`config.mk`:
```
export PLATFORM = sky130hd
export DESIGN_NAME = escape_sequence_expander
export DESIGN_NICKNAME = d
export VERILOG_FILES = /design/src/rtl/core/ese_pkg.sv /design/src/rtl/core/ese_front.sv /design/src/rtl/core/ese_queue.sv /design/src/rtl/core/ese_back.sv /design/src/rtl/core/escape_sequence_expander.sv
export SDC_FILE = /design/constraint.sdc
export NUM_CORES = 1
export LEC_CHECK = 0
export BUFFER_PORTS_ARGS = -buffer_cell sky130_fd_sc_hd__buf_2
export CAP_MARGIN = 20
export CORE_ASPECT_RATIO = 1.1
export CORE_MARGIN = 3
export CORE_UTILIZATION = 40
export CTS_BUF_LIST = sky130_fd_sc_hd__clkbuf_4 sky130_fd_sc_hd__clkbuf_8 sky130_fd_sc_hd__clkbuf_16
export CTS_CLUSTER_DIAMETER = 80
export DETAILED_ROUTE_END_ITERATION = 8
export SLEW_MARGIN = 10
export SYNTH_ARGS = -nofsm -noshare
export SYNTH_HDL_FRONTEND = slang
export SYNTH_HIERARCHICAL = 1
export SYNTH_SLANG_ARGS = --single-unit
```
`constraint.sdc`:
```
create_clock -name clk -period 6.3 [get_ports clk]
set_input_delay 0.945 -clock clk [delete_from_list [all_inputs] [get_ports clk]]
set_output_delay 0.945 -clock clk [all_outputs]
set_load 0.02 [all_outputs]
```
`src/rtl/core/ese_pkg.sv`:
```
// shared types, codes and constants of the escape sequence expander
package ese_pkg;

    // input command codes
    typedef enum logic [1:0] {
        CMD_CHAR  = 2'd0,
        CMD_SEP   = 2'd1,
        CMD_FINAL = 2'd2,
        CMD_NONE  = 2'd3
    } cmd_t;

    // parser modes, one-hot
    typedef enum logic [5:0] {
        MODE_NORMAL = 6'b000001,
        MODE_ESCAPE = 6'b000010,
        MODE_OCTAL  = 6'b000100,
        MODE_DROP   = 6'b001000,
        MODE_DONE   = 6'b010000,
        MODE_ERROR  = 6'b100000
    } mode_t;

    // character constants
    localparam logic [7:0] CH_BACKSLASH = 8'h5C;
    localparam logic [7:0] CH_SPACE     = 8'h20;
    localparam logic [7:0] CH_NEWLINE   = 8'h0A;
    localparam logic [7:0] CH_ZERO      = 8'h30;
    localparam logic [7:0] CH_SEVEN     = 8'h37;
    localparam logic [7:0] CH_A         = 8'h61;
    localparam logic [7:0] CH_B         = 8'h62;
    localparam logic [7:0] CH_C         = 8'h63;
    localparam logic [7:0] CH_F         = 8'h66;
    localparam logic [7:0] CH_N         = 8'h6E;
    localparam logic [7:0] CH_R         = 8'h72;
    localparam logic [7:0] CH_T         = 8'h74;
    localparam logic [7:0] CH_V         = 8'h76;
    localparam logic [7:0] OCTAL_LIMIT  = 8'd32;

    // control codes produced by escapes
    localparam logic [7:0] CODE_BEL = 8'd7;
    localparam logic [7:0] CODE_BS  = 8'd8;
    localparam logic [7:0] CODE_FF  = 8'd12;
    localparam logic [7:0] CODE_LF  = 8'd10;
    localparam logic [7:0] CODE_CR  = 8'd13;
    localparam logic [7:0] CODE_HT  = 8'd9;
    localparam logic [7:0] CODE_VT  = 8'd11;

    // default depth of the queue between front and back
    localparam int QUEUE_DEPTH = 4;

    // input word
    typedef struct packed {
        cmd_t       cmd;
        logic [7:0] char_byte;
    } in_word_t;

    // result word
    typedef struct packed {
        logic [7:0] out_byte;
        logic       error_flag;
        logic       last;
    } out_word_t;

    // one or two results caused by one input word
    typedef struct packed {
        logic       pair;
        logic [7:0] byte0;
        logic       err0;
        logic [7:0] byte1;
    } job_t;

    // queue side-band toward the back end
    typedef struct packed {
        logic not_empty;
        job_t head;
    } queue_out_t;

    // separator byte for an argument end
    function automatic logic [7:0] sep_byte(input cmd_t cmd);
        sep_byte = (cmd == CMD_SEP) ? CH_SPACE : CH_NEWLINE;
    endfunction

endpackage

```
`src/rtl/core/ese_front.sv`:
```
// front end: accepts words, runs the escape parser and issues result jobs
module ese_front (
    input  logic            clk,
    input  logic            rst_n,
    input  logic            accept,
    input  ese_pkg::in_word_t item,
    output logic            enq,
    output ese_pkg::job_t   job
);
    import ese_pkg::*;

    mode_t      mode_reg, mode_next;
    logic [7:0] octal_reg, octal_next;
    logic       is_digit;

    assign is_digit = (item.char_byte >= CH_ZERO) && (item.char_byte <= CH_SEVEN);

    // parser state
    always_ff @(posedge clk or negedge rst_n)
    begin
        if (!rst_n)
        begin
            mode_reg  <= MODE_NORMAL;
            octal_reg <= '0;
        end
        else
        begin
            mode_reg  <= mode_next;
            octal_reg <= octal_next;
        end
    end

    // mode decode and job build
    always_comb
    begin
        mode_next  = mode_reg;
        octal_next = octal_reg;
        enq        = 1'b0;
        job.pair   = 1'b0;
        job.byte0  = '0;
        job.err0   = 1'b0;
        job.byte1  = sep_byte(item.cmd);
        if (accept && item.cmd != CMD_NONE)
        begin
            unique case (mode_reg)
                MODE_ESCAPE:
                begin
                    mode_next = MODE_NORMAL;
                    if (item.cmd != CMD_CHAR)
                    begin
                        // trailing backslash then separator
                        enq       = 1'b1;
                        job.pair  = 1'b1;
                        job.byte0 = CH_BACKSLASH;
                        if (item.cmd == CMD_FINAL)
                            octal_next = '0;
                    end
                    else
                    begin
                        enq = 1'b1;
                        case (item.char_byte)
                            CH_A:         job.byte0 = CODE_BEL;
                            CH_B:         job.byte0 = CODE_BS;
                            CH_F:         job.byte0 = CODE_FF;
                            CH_N:         job.byte0 = CODE_LF;
                            CH_R:         job.byte0 = CODE_CR;
                            CH_T:         job.byte0 = CODE_HT;
                            CH_V:         job.byte0 = CODE_VT;
                            CH_BACKSLASH: job.byte0 = CH_BACKSLASH;
                            CH_C:
                            begin
                                enq       = 1'b0;
                                mode_next = MODE_DROP;
                            end
                            CH_ZERO:
                            begin
                                enq        = 1'b0;
                                mode_next  = MODE_OCTAL;
                                octal_next = '0;
                            end
                            default:
                            begin
                                job.err0  = 1'b1;
                                mode_next = MODE_ERROR;
                            end
                        endcase
                    end
                end
                MODE_OCTAL:
                begin
                    if (item.cmd != CMD_CHAR)
                    begin
                        // run value then separator
                        enq       = 1'b1;
                        job.pair  = 1'b1;
                        job.byte0 = octal_reg;
                        mode_next = MODE_NORMAL;
                        if (item.cmd == CMD_FINAL)
                            octal_next = '0;
                    end
                    else if (is_digit && octal_reg < OCTAL_LIMIT)
                    begin
                        octal_next = {octal_reg[4:0], item.char_byte[2:0]};
                    end
                    else
                    begin
                        // run ends, byte handled as normal text
                        enq       = 1'b1;
                        job.byte0 = octal_reg;
                        if (item.char_byte == CH_BACKSLASH)
                        begin
                            mode_next = MODE_ESCAPE;
                        end
                        else
                        begin
                            mode_next = MODE_NORMAL;
                            job.pair  = 1'b1;
                            job.byte1 = item.char_byte;
                        end
                    end
                end
                MODE_DROP:
                begin
                    if (item.cmd == CMD_SEP)
                    begin
                        enq       = 1'b1;
                        job.byte0 = CH_SPACE;
                        mode_next = MODE_DONE;
                    end
                    else if (item.cmd == CMD_FINAL)
                    begin
                        mode_next  = MODE_NORMAL;
                        octal_next = '0;
                    end
                end
                MODE_DONE, MODE_ERROR:
                begin
                    if (item.cmd == CMD_FINAL)
                    begin
                        mode_next  = MODE_NORMAL;
                        octal_next = '0;
                    end
                end
                default:
                begin
                    mode_next = MODE_NORMAL;
                    if (item.cmd == CMD_CHAR)
                    begin
                        if (item.char_byte == CH_BACKSLASH)
                        begin
                            mode_next = MODE_ESCAPE;
                        end
                        else
                        begin
                            enq       = 1'b1;
                            job.byte0 = item.char_byte;
                        end
                    end
                    else
                    begin
                        enq       = 1'b1;
                        job.byte0 = sep_byte(item.cmd);
                        if (item.cmd == CMD_FINAL)
                            octal_next = '0;
                    end
                end
            endcase
        end
    end

endmodule

```
`src/rtl/core/ese_queue.sv`:
```
// job queue between front end and back end
module ese_queue #(
    parameter int Depth = ese_pkg::QUEUE_DEPTH
) (
    input  logic                clk,
    input  logic                rst_n,
    input  logic                enq,
    input  ese_pkg::job_t       job,
    input  logic                deq,
    output logic                full,
    output ese_pkg::queue_out_t qout
);
    import ese_pkg::*;

    localparam int PtrW = (Depth > 1) ? $clog2(Depth) : 1;
    localparam int CntW = $clog2(Depth + 1);
    localparam logic [PtrW-1:0] LastPtr = PtrW'(Depth - 1);
    localparam logic [CntW-1:0] FullCnt = CntW'(Depth);

    job_t            slot_reg [Depth];
    logic [PtrW-1:0] wr_ptr_reg, wr_ptr_next;
    logic [PtrW-1:0] rd_ptr_reg, rd_ptr_next;
    logic [CntW-1:0] count_reg, count_next;

    assign full           = (count_reg == FullCnt);
    assign qout.not_empty = (count_reg != '0);
    assign qout.head      = slot_reg[rd_ptr_reg];

    // pointer and count update
    always_comb
    begin
        wr_ptr_next = wr_ptr_reg;
        rd_ptr_next = rd_ptr_reg;
        count_next  = count_reg;
        if (enq)
            wr_ptr_next = (wr_ptr_reg == LastPtr) ? '0 : wr_ptr_reg + 1'b1;
        if (deq)
            rd_ptr_next = (rd_ptr_reg == LastPtr) ? '0 : rd_ptr_reg + 1'b1;
        if (enq && !deq)
            count_next = count_reg + 1'b1;
        else if (deq && !enq)
            count_next = count_reg - 1'b1;
    end

    always_ff @(posedge clk or negedge rst_n)
    begin
        if (!rst_n)
        begin
            wr_ptr_reg <= '0;
            rd_ptr_reg <= '0;
            count_reg  <= '0;
        end
        else
        begin
            wr_ptr_reg <= wr_ptr_next;
            rd_ptr_reg <= rd_ptr_next;
            count_reg  <= count_next;
        end
    end

    // job storage
    always_ff @(posedge clk)
    begin
        if (enq)
            slot_reg[wr_ptr_reg] <= job;
    end

    // checks
    a_no_enq_full: assert property (@(posedge clk) disable iff (!rst_n)
        enq |-> !full)
        else $error("job written into a full queue");
    a_no_deq_empty: assert property (@(posedge clk) disable iff (!rst_n)
        deq |-> qout.not_empty)
        else $error("job taken from an empty queue");

endmodule

```
`src/rtl/core/ese_back.sv`:
```
// back end: splits jobs into result words behind an output register
module ese_back (
    input  logic                clk,
    input  logic                rst_n,
    input  ese_pkg::queue_out_t qout,
    output logic                deq,
    input  logic                pop,
    output logic                empty,
    output ese_pkg::out_word_t  result
);
    import ese_pkg::*;

    out_word_t  out_reg, out_next;
    logic       out_valid_reg, out_valid_next;
    logic       pend_reg, pend_next;
    logic [7:0] pend_byte_reg, pend_byte_next;
    logic       load_ok;

    assign empty   = !out_valid_reg;
    assign result  = out_reg;
    assign load_ok = !out_valid_reg || pop;

    // output slot refill: pending second byte first, then next job
    always_comb
    begin
        out_next       = out_reg;
        out_valid_next = out_valid_reg;
        pend_next      = pend_reg;
        pend_byte_next = pend_byte_reg;
        deq            = 1'b0;
        if (load_ok)
        begin
            if (pend_reg)
            begin
                out_next.out_byte   = pend_byte_reg;
                out_next.error_flag = 1'b0;
                out_next.last       = 1'b1;
                out_valid_next      = 1'b1;
                pend_next           = 1'b0;
            end
            else if (qout.not_empty)
            begin
                deq                 = 1'b1;
                out_next.out_byte   = qout.head.byte0;
                out_next.error_flag = qout.head.err0;
                out_next.last       = !qout.head.pair;
                out_valid_next      = 1'b1;
                pend_next           = qout.head.pair;
                pend_byte_next      = qout.head.byte1;
            end
            else
            begin
                out_valid_next = 1'b0;
            end
        end
    end

    always_ff @(posedge clk or negedge rst_n)
    begin
        if (!rst_n)
        begin
            out_valid_reg <= 1'b0;
            pend_reg      <= 1'b0;
        end
        else
        begin
            out_valid_reg <= out_valid_next;
            pend_reg      <= pend_next;
        end
    end

    always_ff @(posedge clk)
    begin
        out_reg       <= out_next;
        pend_byte_reg <= pend_byte_next;
    end

    // checks
    a_pend_has_first: assert property (@(posedge clk) disable iff (!rst_n)
        pend_reg |-> (out_valid_reg && !out_reg.last))
        else $error("second byte pending without its first word shown");
    a_no_deq_with_pend: assert property (@(posedge clk) disable iff (!rst_n)
        pend_reg |-> !deq)
        else $error("job taken while a second byte is pending");

endmodule

```
`src/rtl/core/escape_sequence_expander.sv`:
```
// top level of the escape sequence expander
//
//   channel   handshake          word         direction
//   input     push / full        item         in: cmd, char_byte
//   result    pop / empty        result       out: out_byte, error_flag, last
//
// an input word is taken every cycle while the job queue has room; the
// front end decides its results in the same cycle and writes at most one job.
// the back end shows one result word per cycle while results are popped, so
// a word that gives two results keeps its second byte in a pending register.
// reset clears parser mode, queue pointers and the output valid flag.
// the two sides stall independently; full rises only when the queue fills.
module escape_sequence_expander #(
    parameter int QueueDepth = ese_pkg::QUEUE_DEPTH
) (
    input  logic               clk,
    input  logic               rst_n,
    input  logic               push,
    output logic               full,
    input  ese_pkg::in_word_t  item,
    output logic               empty,
    input  logic               pop,
    output ese_pkg::out_word_t result
);
    import ese_pkg::*;

    logic       accept;
    logic       enq;
    logic       deq;
    job_t       job;
    queue_out_t qout;

    assign accept = push && !full;

    // parser front end
    ese_front u_front (
        .clk    (clk),
        .rst_n  (rst_n),
        .accept (accept),
        .item   (item),
        .enq    (enq),
        .job    (job)
    );

    // job queue
    ese_queue #(
        .Depth (QueueDepth)
    ) u_queue (
        .clk   (clk),
        .rst_n (rst_n),
        .enq   (enq),
        .job   (job),
        .deq   (deq),
        .full  (full),
        .qout  (qout)
    );

    // result back end
    ese_back u_back (
        .clk    (clk),
        .rst_n  (rst_n),
        .qout   (qout),
        .deq    (deq),
        .pop    (pop),
        .empty  (empty),
        .result (result)
    );

endmodule

```
# Yosys cells after proc, flatten, opt, wreduce, memory -nomap -nowiden
# Memories as Yosys holds them, arrays and structs flattened.
# Index checks and enable logic that the tools add are counted.
# op_classes
addsub	4
n_lt_le_gt_ge	3
n_eq_ne	26
muxes	59
n_bitwise	1
reduce_logical	25
# op_table
operator	count
8-bit 2-to-1 mux	14
8-bit by 7-bit == test with 1-bit output (second input constant)	9
8-bit case mux with 4 select lines	2
7-bit case mux with 8 select lines	1
6-bit 2-to-1 mux	7
6-bit case mux with 4 select lines	1
1-bit 2-to-1 mux	20
10-bit 2-to-1 mux	2
18-bit 2-to-1 mux	1
9-bit 2-to-1 mux	2
6-bit case mux with 3 select lines	1
10-bit OR reduction	1
8-bit by 6-bit == test with 1-bit output (second input constant)	1
8-bit by 6-bit >= comparator with 1-bit output (second input constant)	1
8-bit by 6-bit less-or-equal comparator with 1-bit output (second input constant)	1
8-bit by 6-bit < comparator with 1-bit output (second input constant)	1
2-bit 2-to-1 mux	4
8-bit OR reduction	1
2-bit == test (second input constant)	3
6-bit by 2-bit == test with 1-bit output (second input constant)	1
6-bit by 3-bit == test with 1-bit output (second input constant)	1
6-bit by 4-bit == test with 1-bit output (second input constant)	1
6-bit by 5-bit == test with 1-bit output (second input constant)	1
6-bit == test (second input constant)	1
other kinds (23)	40
# word_totals
ff_bits	41
mem_bits_rw	72
inputBits	14
out_inout_bits	12
wordCells	130
n_memories	1
# memory_table
memory	words	word_bits	read_ports	rd_clocked_by_memory_dff	write_ports	line_no	source
u_queue.slot_reg	4	18	1	0	1	ese_queue.sv:20	job_t slot_reg [Depth];

# Logic depth before layout (Yosys ltp)
# Gate-level depths: netlist of the first run.
# depth
depth_word	11
ltp_mapped	13
depth_no_buf	12

# Hierarchy
# Netlist of the first run, hierarchy kept.
# by_module_without_submodules
module	n_inst	cells_each	area_per_inst_um2
ese_queue	1	131	3015.4
ese_front	1	176	1385.1
ese_back	1	40	775.7
escape_sequence_expander	1	1	13.8

# Worst setup path after synthesis of the first run
# OpenSTA, ideal clock, no wires.
# synth_timing
path_type	input -> register
start	in item[4] in the netlist's numbering
end	reg u_queue.count_reg[2]
t_arrival_ps	3217
setup_slack_ps	3004
path_stages	12
path_buffers	1
path_cell_list	buf_4 > nor2b_1 > and3_1 > o21ai_0 > a211oi_1 > nor3_1 > ha_1 > inv_1 > fa_1 > xor2_1 > nor2_1 > xor2_1
# synth_via
elab_chain_len	10
# synth_lines
element	line_no	source
start, declared	escape_sequence_expander.sv:20	input ese_pkg::in_word_t item,
8-bit by 6-bit >= comparator with 1-bit output or 8-bit by 6-bit less-or-equal comparator with 1-bit output (tied branches)	ese_front.sv:16	assign is_digit = (item.char_byte >= CH_ZERO) && (item.char_byte <= CH_SEVEN);
1-bit logical AND	ese_front.sv:16	
1-bit logical AND	ese_front.sv:101	else if (is_digit && octal_reg < OCTAL_LIMIT)
1-bit 2-to-1 mux	ese_front.sv:101	
1-bit 2-to-1 mux	ese_front.sv:91	if (item.cmd != CMD_CHAR)
1-bit case mux with 4 select lines *	ese_front.sv:45	unique case (mode_reg)
1-bit 2-to-1 mux *	ese_front.sv:43	if (accept && item.cmd != CMD_NONE)
via enq	escape_sequence_expander.sv:28	logic enq;
1-bit logical NOT	ese_queue.sv:41	else if (deq && !enq)
1-bit logical AND	ese_queue.sv:41	
2-bit nonzero test (no source line)	n/a	
end signal, assigned	ese_queue.sv:57	count_reg <= count_next;
end, declared	ese_queue.sv:23	logic [CntW-1:0] count_reg, count_next;
# The timed path passes the listed nets; every way through them passes the cells marked *.
# A chain may end at the register's enable or synchronous reset.

# Worst setup path after layout of the first run
# layout_timing
start	reg u_front.mode_reg[3]
end	mem u_queue/slot_reg[0][7] in the netlist's numbering (enable)
# layout_via
elab_chain_len	6
# layout_lines
element	line_no	source
start, declared	ese_front.sv:12	mode_t mode_reg, mode_next;
start signal, assigned	ese_front.sv:28	mode_reg <= mode_next;
6-bit by 5-bit == test with 1-bit output or 6-bit == test (tied branches)	ese_front.sv:45	
2-bit OR reduction	n/a	
1-bit case mux with 4 select lines *	ese_front.sv:45	
1-bit 2-to-1 mux *	ese_front.sv:43	
via enq	escape_sequence_expander.sv:28	
1-bit 2-to-1 mux *	ese_queue.sv:64	if (enq)
1-bit 2-to-1 mux (not written as such) *	ese_queue.sv:65	slot_reg[wr_ptr_reg] <= job;
end, declared	ese_queue.sv:20	
# Marks and branches as above.

==> results by group, run 1 <==
Die
  – Floorplan row count: 43
  – Top-level I/O count: 26
  – Vertical extent of the die: 125.5 um
  – Die footprint: 14380 um^2
  – Starting utilization of the core area: 41.05%
  – Core outline area: 12640 um^2
  – Overall die width: 114.6 um

Run status
  – Run status: finished clean

Placement
  – Placement Cell Area: 5424 um^2
  – GP Congestion: 0.9697
  – Setup WS pre-CTS: 2.515 ns
  – Number of placed instances, taps included: 517
  – Final HPWL from detailed placement: 7307 um
  – Buffers on Ports: 25

Clocking
  – H-tree lvl count: 4
  – Max Buffers Root-to-Sink: 2
  – Sinks on Clock Net: 113
  – Post-cts repair resize count: 0
  – Clock tree from TritonCTS: done
  – Clock Pin Slew Worst Setup and Hold Paths: 0.05 ns
  – Post-CTS Hold Fix Bufs: 0
  – Clock root buffer: clkbuf_16
  – Number of setup buffers added after CTS: 0
  – CTS buffer count: 17
  – Clock latency at the later pin of the worst-skew pair: 0.40 ns

Timing
  – Number of hold-slack violations in the final timing report: 0
  – Setup slack after layout: 2.677 ns
  – Min Clock Period, post-route: 3.623 ns
  – Setup repair after global routing missed its margin: no
  – Endpoints failing setup: 0
  – Max-slew violation count: 0
  – Tcrit/Tclk final: 57.50%
  – Maximum clock frequency: 0.2761 GHz
  – Worst clock skew: 0.007980 ns
  – Relative slew margins: 32.19%
  – Worst Tran Pin Value: 1.017 ns
  – Setup Total Neg Slack: 0 ns
  – Final-layout worst hold slack: 0.4831 ns

Drt
  – Final Routed Wirelength: 10580 um
  – Post-detailed-route count of antenna-violating nets: 0
  – Initial DRC count: 273
  – Number of vias per cell: 5.674
  – Vias after detailed routing: 3115
  – Post-route DRC: 0
  – Wirelength per Cell: 19.28 um
  – Drt first pass iters: 5

Worst setup path
  – Critical path type: register to register
  – Top delay family on crit path: simple AND/OR/NAND/NOR gates
  – Biggest fanout along the worst timing path: 18
  – Arrival time at the worst endpoint: 3.64 ns
  – Crit path buffers/inverters: 0
  – Standard cell with the maximum stage delay on the critical path: and2_1
  – Crit path launch type: register
  – Slowest stage delay, CP: 0.91 ns
  – CP Data Required Time: 6.32 ns
  – Cell-by-cell listing of the critical path: nor3_4 -> nand3_1 -> o21ai_0 -> a211oi_1 -> nor3_1 -> and2_1
  – Endpoint type of the worst setup path: register

Yosys
  – Most used DFF post-synth: edfxtp_1
  – Post-synthesis register bit count: 113
  – Top cells by area, synth: edfxtp_1, dfrtp_1, mux4_2
  – Syn Std Cell Area: 5190 um^2
  – Number of synthesized flops with an enable pin: 90
  – Async set or reset register ratio after synthesis: 20.35%
  – Synth warnings: 6
  – Post-synthesis instance total: 348
  – Synthesized netlist net count: 369
  – Most area-hungry cell type in the Yosys netlist: edfxtp_1
  – Unique cell type count in the Yosys netlist: 63
  – Fraction of post-synthesis cell area in the top cell type by area: 52.07%
  – Sequential share of the synthesized area: 63.19%
  – Post-Synthesis Mean Instance Area: 14.91 um^2

Pwr
  – Power, Total: 2.629 mW
  – Total leakage power: 2.194 nW
  – Peak supply drop: 0.0003322 V
  – Power density normalized to cell area: 436.2 nW/um^2

Global route
  – First-pass GRT wire length: 16860 um
  – Total congestion overflow after global routing: 0
  – Number of global-route vias before repair: 3150
  – Initial antenna violation count: 0
  – Global router's overall resource usage: 15.76%
  – Maximum number of pins on one net before global-route repair: 24

Cells and area
  – Post-layout instance count excluding filler cells: 549
  – Final non-filler cell area: 6027 um^2
  – # diodes: 0
  – Final-layout fill cell count: 1097
  – Proportion of layout cells with a drive suffix above 1: 25.26%
  – # nets final: 400
  – Final core utilization: 47.67%
  – Number of flip-flops in the largest register: 72
  – Signed area change from the synthesized netlist to the final layout: 16.13%

Flow run
  – Max-capacitance violation count: 0

Hold path
  – Hold/Removal Path Class: register to register
## power by group
group	switching [mW]	total (mW)	internal, mW	leakage [nW]
Sequential	0.0871	1.10	1.01	1.13
Clock	0.304	0.958	0.655	0.293
Combinational	0.299	0.575	0.277	0.769
## logic make-up after synthesis
logic type | Yosys count | share of synthesized area (%)
AO/OA/AOI/OAI | 67 | 9.402
XOR/XNOR | 6 | 1.013
adder cells (fa/ha/maj) | 7 | 1.832
buffers and inverters | 22 | 2.483
flip-flops | 113 | 63.19
multiplexers | 29 | 10.63
AND/OR/NAND/NOR | 104 | 11.45
## layout by cell type, fill, tap and decap left out, types with 7 or more instances in the layout
cell	synthesis	final
and3_1	8	8
edfxtp_1	90	90
a21oi_1	10	10
nand2_1	17	17
o21ai_0	14	14
nand3_1	7	7
clkbuf_16	0	17
dfrtp_1	22	22
mux4_2	18	18
a22o_1	8	8
inv_1	7	7
nor3_1	7	7
nor2_1	24	24
buf_2	4	25
nor2b_1	8	8
## worst reg2reg max path: stages, from the launching register on
cell      delay [ns]
dfrtp_1         0.47
nor3_4          0.33
nand3_1         0.46
o21ai_0         0.30
a211oi_1        0.09
nor3_1          0.66
and2_1          0.91
## path summary, 6_finish.rpt
path / start / slack (ns) / endpoint / depth (start not counted)
worst max-delay path: u_front/mode_reg[3] / 2.68 / u_queue/slot_reg[0][7] / 6
worst min-delay path: u_queue/count_reg[2] / 0.48 / u_queue/count_reg[2] / 1
worst max register to register: u_front/mode_reg[3] / 2.68 / u_queue/slot_reg[0][7] / 6
worst min register to register: u_queue/count_reg[2] / 0.48 / u_queue/count_reg[2] / 1
max in group asynchronous: rst_n / 5.39 / u_front/octal_reg[6] / 1
min in group asynchronous: rst_n / 0.53 / u_queue/rd_ptr_reg[1] / 1
## area by class of cell
class                      count  area, um^2  share of cell area (%)
clock buffer                  18       432.9                   7.183
multi-input combinational    213        1782                   29.56
tap                          157       196.4                   3.259
clock inverter                14       170.2                   2.823
sequential                   113        3279                   54.41
inverter                       7       26.28                  0.4360
timing repair buffer          27       140.1                   2.325
## metal layers
metal  GRT usage [%]  wire length [um]
met1           19.86              4499
met2           24.84              5306
met3           4.501               502
met4           7.757               277
met5               0                 0
## cells in the mapped netlist (7+ instances only)
cell type,instances
a21oi_1,10
a22o_1,8
and3_1,8
dfrtp_1,22
edfxtp_1,90
inv_1,7
mux4_2,18
nand2_1,17
nand3_1,7
nor2_1,24
nor2b_1,8
nor3_1,7
o21ai_0,14
Power figures use the tool's default switching activity.
==> inputs of run 2 (changes only) <==
==> constraint.sdc (replaced) <==
create_clock -name clk -period 2.9 [get_ports clk]
set_input_delay 0.435 -clock clk [delete_from_list [all_inputs] [get_ports clk]]
set_output_delay 0.435 -clock clk [all_outputs]
set_load 0.02 [all_outputs]
==> run 2 against run 1 <==
- critical path depth is 5 higher
- worst hold slack worse by 0.45 ns
- register-to-register slack worse by 2.5 ns
- sequential cell count is the same
- fmax rose by 35%
- global-route usage about the same
- clock power is 130% higher
- worst setup slack worse by 2.5 ns
- combinational power is 130% higher
- total power grew 120%
- highest routed layer unchanged
- count of clock-buffer cells in the layout up 1
==> results by group, run 2 (synthesis results as in run 1) <==
Timing
  – Maximum clock frequency: 0.3738 GHz
  – Min Clock Period, post-route: 2.675 ns
  – Relative slew margins: 50.06%
  – Number of hold-slack violations in the final timing report: 0
  – Tcrit/Tclk final: 92.25%
  – Endpoints failing setup: 0
  – Setup Total Neg Slack: 0 ns
  – Worst clock skew: 0.01011 ns
  – Worst Tran Pin Value: 0.7491 ns
  – Setup repair after global routing missed its margin: no
  – Max-slew violation count: 0

Die
  – Die footprint: 14380 um^2
  – Core outline area: 12640 um^2
  – Overall die width: 114.6 um
  – Starting utilization of the core area: 41.05%
  – Top-level I/O count: 26
  – Floorplan row count: 43
  – Vertical extent of the die: 125.5 um

Cells and area
  – Signed area change from the synthesized netlist to the final layout: 19.91%
  – Number of flip-flops in the largest register: 72
  – Most frequent cells in the layout: edfxtp_1, buf_2, nor2_1
  – Most frequent standard cell in the layout excluding fill and tap cells: edfxtp_1
  – Proportion of layout cells with a drive suffix above 1: 30.27%
  – # nets final: 421
  – # diodes: 0

Worst setup path
  – Endpoint type of the worst setup path: register
  – Crit path launch type: register
  – CP Data Required Time: 3.23 ns
  – Arrival time at the worst endpoint: 3.01 ns
  – Biggest fanout along the worst timing path: 9
  – Critical path type: register to register
  – FF-to-FF setup slack: 0.22 ns

Global route
  – First-pass GRT wire length: 16950 um
  – Initial antenna violation count: 0
  – Maximum number of pins on one net before global-route repair: 24
  – Number of global-route vias before repair: 3170
  – Most heavily used metal layer in global routing: met2
  – Met3 Usage GRT: 4.937%
  – GR Layer Usage met2: 24.53%
  – Total congestion overflow after global routing: 0
  – GR Util met1: 20.73%
  – Global router's overall resource usage: 15.79%

Hold path
  – Hold/Removal Path Class: primary input to asynchronous set/reset pin

Pwr
  – Power, Total: 5.881 mW
  – Power density normalized to cell area: 945.0 nW/um^2
  – Total leakage power: 2.318 nW
  – Peak supply drop: 0.0004829 V

Clocking
  – Clock tree from TritonCTS: done
  – Post-cts repair resize count: 0
  – H-tree lvl count: 4
  – Max Buffers Root-to-Sink: 2
  – Clock root buffer: clkbuf_16
  – CTS buffer count: 17
  – Number of setup buffers added after CTS: 0
  – Clock Pin Slew Worst Setup and Hold Paths: 0.05 ns
  – Sinks on Clock Net: 113
  – Clock latency at the later pin of the worst-skew pair: 0.41 ns
  – Post-CTS Hold Fix Bufs: 0

Placement
  – GP Congestion: 0.8844
  – Buffers on Ports: 25
  – Final HPWL from detailed placement: 7231 um

Flow run
  – Max-capacitance violation count: 0

Drt
  – Initial DRC count: 199
  – Number of vias per cell: 5.540
  – Vias after detailed routing: 3158
  – Wirelength per Cell: 18.63 um
  – Post-route DRC: 0
  – Drt first pass iters: 5
  – Post-detailed-route count of antenna-violating nets: 0
  – Final Routed Wirelength: 10620 um

Run status
  – Run status: finished clean
## run 2: area by class of cell
class	instances	area, um^2
well taps	157	196.4
inverters	7	26.28
flip-flops and latches	113	3279
repair buffers	48	297.8
clock inverters	13	191.4
multi-input cells	213	1792
clock buffers	19	440.4
fillers	1072	6420
## run 2: worst paths after layout
| path | startpoint | to | cells after the start |
|---|---|---|---|
| min | rst_n | u_back/out_valid_reg | 1 |
| max | u_front/mode_reg[3] | u_queue/count_reg[2] | 11 |
| max in group asynchronous | rst_n | u_queue/rd_ptr_reg[0] | 1 |
| min in group clk | pop | u_back/out_valid_reg | 2 |
| min reg2reg | u_queue/count_reg[2] | u_queue/count_reg[2] | 1 |
| max reg2reg | u_front/mode_reg[3] | u_queue/count_reg[2] | 11 |
## run 2: worst max-delay path: stages (launching register included)
cell	delay (ns)
dfrtp_1	0.45
nor3_4	0.32
nand3_4	0.18
a31oi_1	0.20
a211oi_1	0.08
nor3_2	0.22
ha_1	0.23
inv_1	0.07
fa_1	0.43
xor2_1	0.15
nor2_1	0.11
xor2_1	0.14
## run 2: per-stage QoR
| step | hold slack (ns) | cells | setup slack [ns] | cell area [um^2] | utilization [%] |
|---|---|---|---|---|---|
| detailed placement | 0.4681 | 538 | 0.1203 | 5587 | 44.19 |
| finish | 0.03705 | 570 | 0.2248 | 6223 | 49.22 |
| global placement | 0.4667 | 538 | 0.1827 | 5587 | 44.19 |
| floorplan | 0.1394 | 348 | 0.1618 | 5195 | - |
| CTS | 0.04409 | 570 | 0.1562 | 6218 | 49.18 |
| global route | 0.06515 | 570 | 0.04769 | 6223 | 49.22 |
## run 2: per-layer routing
metal / up-vias / share of wire [%]
li1: 1464 / -
met1: 1578 / 44
met2: 105 / 49
met3: 11 / 6.5
met4: 0 / 1.2
met5: - / 0
## run 2: report_power, final
group | leakage (nW) | total [mW] | switching, mW | internal (mW)
combinational | 0.872 | 1.35 | 0.698 | 0.647
clock | 0.315 | 2.20 | 0.678 | 1.53
sequential | 1.13 | 2.33 | 0.147 | 2.19
==> inputs of run 3 (changes only) <==
--- a/config.mk
+++ b/config.mk
@@ -13,6 +13,7 @@
 export CTS_BUF_LIST = sky130_fd_sc_hd__clkbuf_4 sky130_fd_sc_hd__clkbuf_8 sky130_fd_sc_hd__clkbuf_16
 export CTS_CLUSTER_DIAMETER = 80
 export DETAILED_ROUTE_END_ITERATION = 8
+export PLACE_DENSITY = 0.59
 export SLEW_MARGIN = 10
 export SYNTH_ARGS = -nofsm -noshare
 export SYNTH_HDL_FRONTEND = slang
==> run 3 against run 2 <==
- die area did not move
- clock skew down 0.0015 ns
- total power down 3.2%
- worst setup slack worse by 0.012 ns
- register-to-register slack barely moved
- sequential share of layout area grew 0.34 points
- via count is 0.47% lower
- critical path depth unchanged
- core utilization shrank 0.32 points
- worst hold slack improved by 0.0041 ns
- largest power group unchanged
- highest routed layer unchanged
==> results by group, run 3 (synthesis results as in run 1) <==
Pwr
  – Register share of total power: 40.8%
  – Portion of total power attributed to the clock network: 35.3%
  – Total leakage power: 2.296 nW
  – Total net switching power: 1.525 mW
  – Power, Total: 5.695 mW
  – Fraction of power spent switching nets: 26.79%
  – Peak supply drop: 0.0005986 V
  – Logic gate share of total power: 23.9%
  – P_int: 4.169 mW
  – Power density normalized to cell area: 921.0 nW/um^2

Die
  – Vertical extent of the die: 125.5 um
  – Top-level I/O count: 26
  – Overall die width: 114.6 um
  – Die footprint: 14380 um^2
  – Floorplan row count: 43
  – Starting utilization of the core area: 41.05%
  – Core outline area: 12640 um^2

Cells and area
  – Final core utilization: 48.91%
  – Final-layout fill cell count: 1091
  – # diodes: 0
  – # nets final: 422
  – Most frequent standard cell in the layout excluding fill and tap cells: edfxtp_1
  – Post-layout instance count excluding filler cells: 571
  – Proportion of layout cells with a drive suffix above 1: 30.19%
  – Signed area change from the synthesized netlist to the final layout: 19.14%
  – Most frequent cells in the layout: edfxtp_1, buf_2, buf_4, nor2_1, dfrtp_1
  – Number of flip-flops in the largest register: 72

Worst setup path
  – Slowest stage delay, CP: 0.45 ns
  – Arrival time at the worst endpoint: 3.02 ns
  – Standard cell with the maximum stage delay on the critical path: dfrtp_1
  – CP Data Required Time: 3.23 ns
  – First element of the critical path: u_front/mode_reg[3]
  – Endpoint type of the worst setup path: register
  – Startpoint of the most critical register-to-register path: u_front/mode_reg[3]
  – Cell-by-cell listing of the critical path: nor3_4 -> nand3_4 -> a31oi_1 -> a211oi_1 -> nor3_2 -> ha_1 -> inv_1 -> fa_1 -> xor2_1 -> nor2_1 -> xor2_1
  – Reg-to-Reg End: u_queue/count_reg[2]
  – Most common cell on crit path: xor2_1
  – Critical path type: register to register
  – Worst setup path endpoint: u_queue/count_reg[2]
  – Number of cells on the worst reg-to-reg path: 11
  – FF-to-FF setup slack: 0.21 ns
  – Crit path launch type: register
  – Biggest fanout along the worst timing path: 9

Drt
  – Final Routed Wirelength: 10890 um
  – Wirelength per Cell: 19.06 um
  – Post-detailed-route count of antenna-violating nets: 0
  – Vias after detailed routing: 3143
  – Number of vias per cell: 5.504
  – Post-route DRC: 0
  – Drt first pass iters: 4
  – Initial DRC count: 195

Clocking
  – Clock root buffer: clkbuf_16
  – Sinks on Clock Net: 113
  – H-tree lvl count: 4
  – Clock tree from TritonCTS: done
  – Max Buffers Root-to-Sink: 2
  – CTS buffer count: 17
  – Clock latency at the later pin of the worst-skew pair: 0.41 ns
  – Number of setup buffers added after CTS: 0
  – Clock Pin Slew Worst Setup and Hold Paths: 0.05 ns

Timing
  – Tcrit/Tclk final: 92.67%
  – Min Clock Period, post-route: 2.687 ns
  – Setup repair after global routing missed its margin: no
  – Number of hold-slack violations in the final timing report: 0
  – Final-layout worst hold slack: 0.04115 ns
  – Worst clock skew: 0.008654 ns
  – Relative slew margins: 51.53%
  – Setup Total Neg Slack: 0 ns
  – Endpoints failing setup: 0
  – Max-slew violation count: 0
  – Maximum clock frequency: 0.3721 GHz
  – Worst Tran Pin Value: 0.7257 ns

Global route
  – Met3 Usage GRT: 4.598%
  – Most heavily used metal layer in global routing: met2
  – GR Layer Usage met2: 26.79%
  – Global router's overall resource usage: 16.66%
  – Number of global-route vias before repair: 3308
  – Total congestion overflow after global routing: 0
  – First-pass GRT wire length: 18060 um
  – Maximum number of pins on one net before global-route repair: 24
  – Initial antenna violation count: 0
  – GR Util met1: 21.79%

Hold path
  – Hold/Removal Path Class: primary input to asynchronous set/reset pin

Placement
  – Number of placed instances, taps included: 539
  – Final HPWL from detailed placement: 7524 um
  – Buffers on Ports: 25
  – GP Congestion: 0.9044

Flow run
  – Max-capacitance violation count: 0

Run status
  – Run status: finished clean
## run 3: cell count changes in the layout (fill, tap and decap cells not counted)
cell        change
buf_4           +1
bufinv_16       -2
clkbuf_4        -1
clkinv_1        +2
clkinvlp_4      +1
nor3_1          -1
nor3_2          +1
## run 3: metal layers
metal,part of all wire (%),wire [um]
met1,43,4699
met2,51,5548
met3,4.3,471
met4,1.5,167
met5,0,0
## run 3: how the worst min path moves through the flow
stage                         startpoint                     to  slack [ns]  cells after the start
finish                             rst_n   u_queue/count_reg[1]        0.04                      1
global route                       rst_n  u_queue/wr_ptr_reg[1]        0.07                      1
CTS                                rst_n   u_queue/count_reg[1]        0.06                      1
detailed placement  u_queue/count_reg[2]   u_queue/count_reg[2]        0.48                      1
global placement    u_queue/count_reg[2]   u_queue/count_reg[2]        0.47                      1
floorplan                          rst_n   u_back/out_valid_reg        0.14                      0
## run 3: layout make-up
| class | count | area [um^2] | area share, % |
|---|---|---|---|
| Inverter | 7 | 26.28 | 0.4249 |
| Clock buffer | 18 | 432.9 | 7.001 |
| Timing Repair Buffer | 49 | 305.3 | 4.937 |
| Sequential cell | 113 | 3279 | 53.04 |
| Clock inverter | 14 | 146.4 | 2.367 |
| Tap cell | 157 | 196.4 | 3.177 |
| Multi-Input combinational cell | 213 | 1797 | 29.06 |
## run 3: stage by stage
step | instance area (um^2) | worst slack [ns]
detailed placement | 5594 | 0.1232
CTS | 6173 | 0.1537
finish | 6183 | 0.2126
global route | 6183 | 0.01119
global placement | 5594 | 0.1397
floorplan | 5195 | 0.1618
## run 3: what timing repair did
action / 4_1_cts / 5_1_grt
resized for setup: 0 / 2
hold buffers: 0 / 0
setup endpoints to repair: 0 / 2
## run 3: power by group through the flow
stage | Clock (mW) | Combinational, mW | Sequential (mW)
2_1_floorplan | 0 | 0.959 | 2.41
3_5_place_dp | 0 | 1.39 | 2.36
6_report | 2.01 | 1.36 | 2.32
4_1_cts | 2.04 | 1.39 | 2.33
3_3_place_gp | 0 | 1.37 | 2.34
5_1_grt | 2.13 | 1.51 | 2.37
## run 3: worst max-delay path: cells and delay by family (launching register included)
family | cells | cell delay, ns
flip-flops | 1 | 0.45
XOR/XNOR | 2 | 0.30
buffers and inverters | 1 | 0.07
AND/OR/NAND/NOR | 4 | 0.86
adder cells (fa/ha/maj) | 2 | 0.63
AO/OA/AOI/OAI | 2 | 0.31
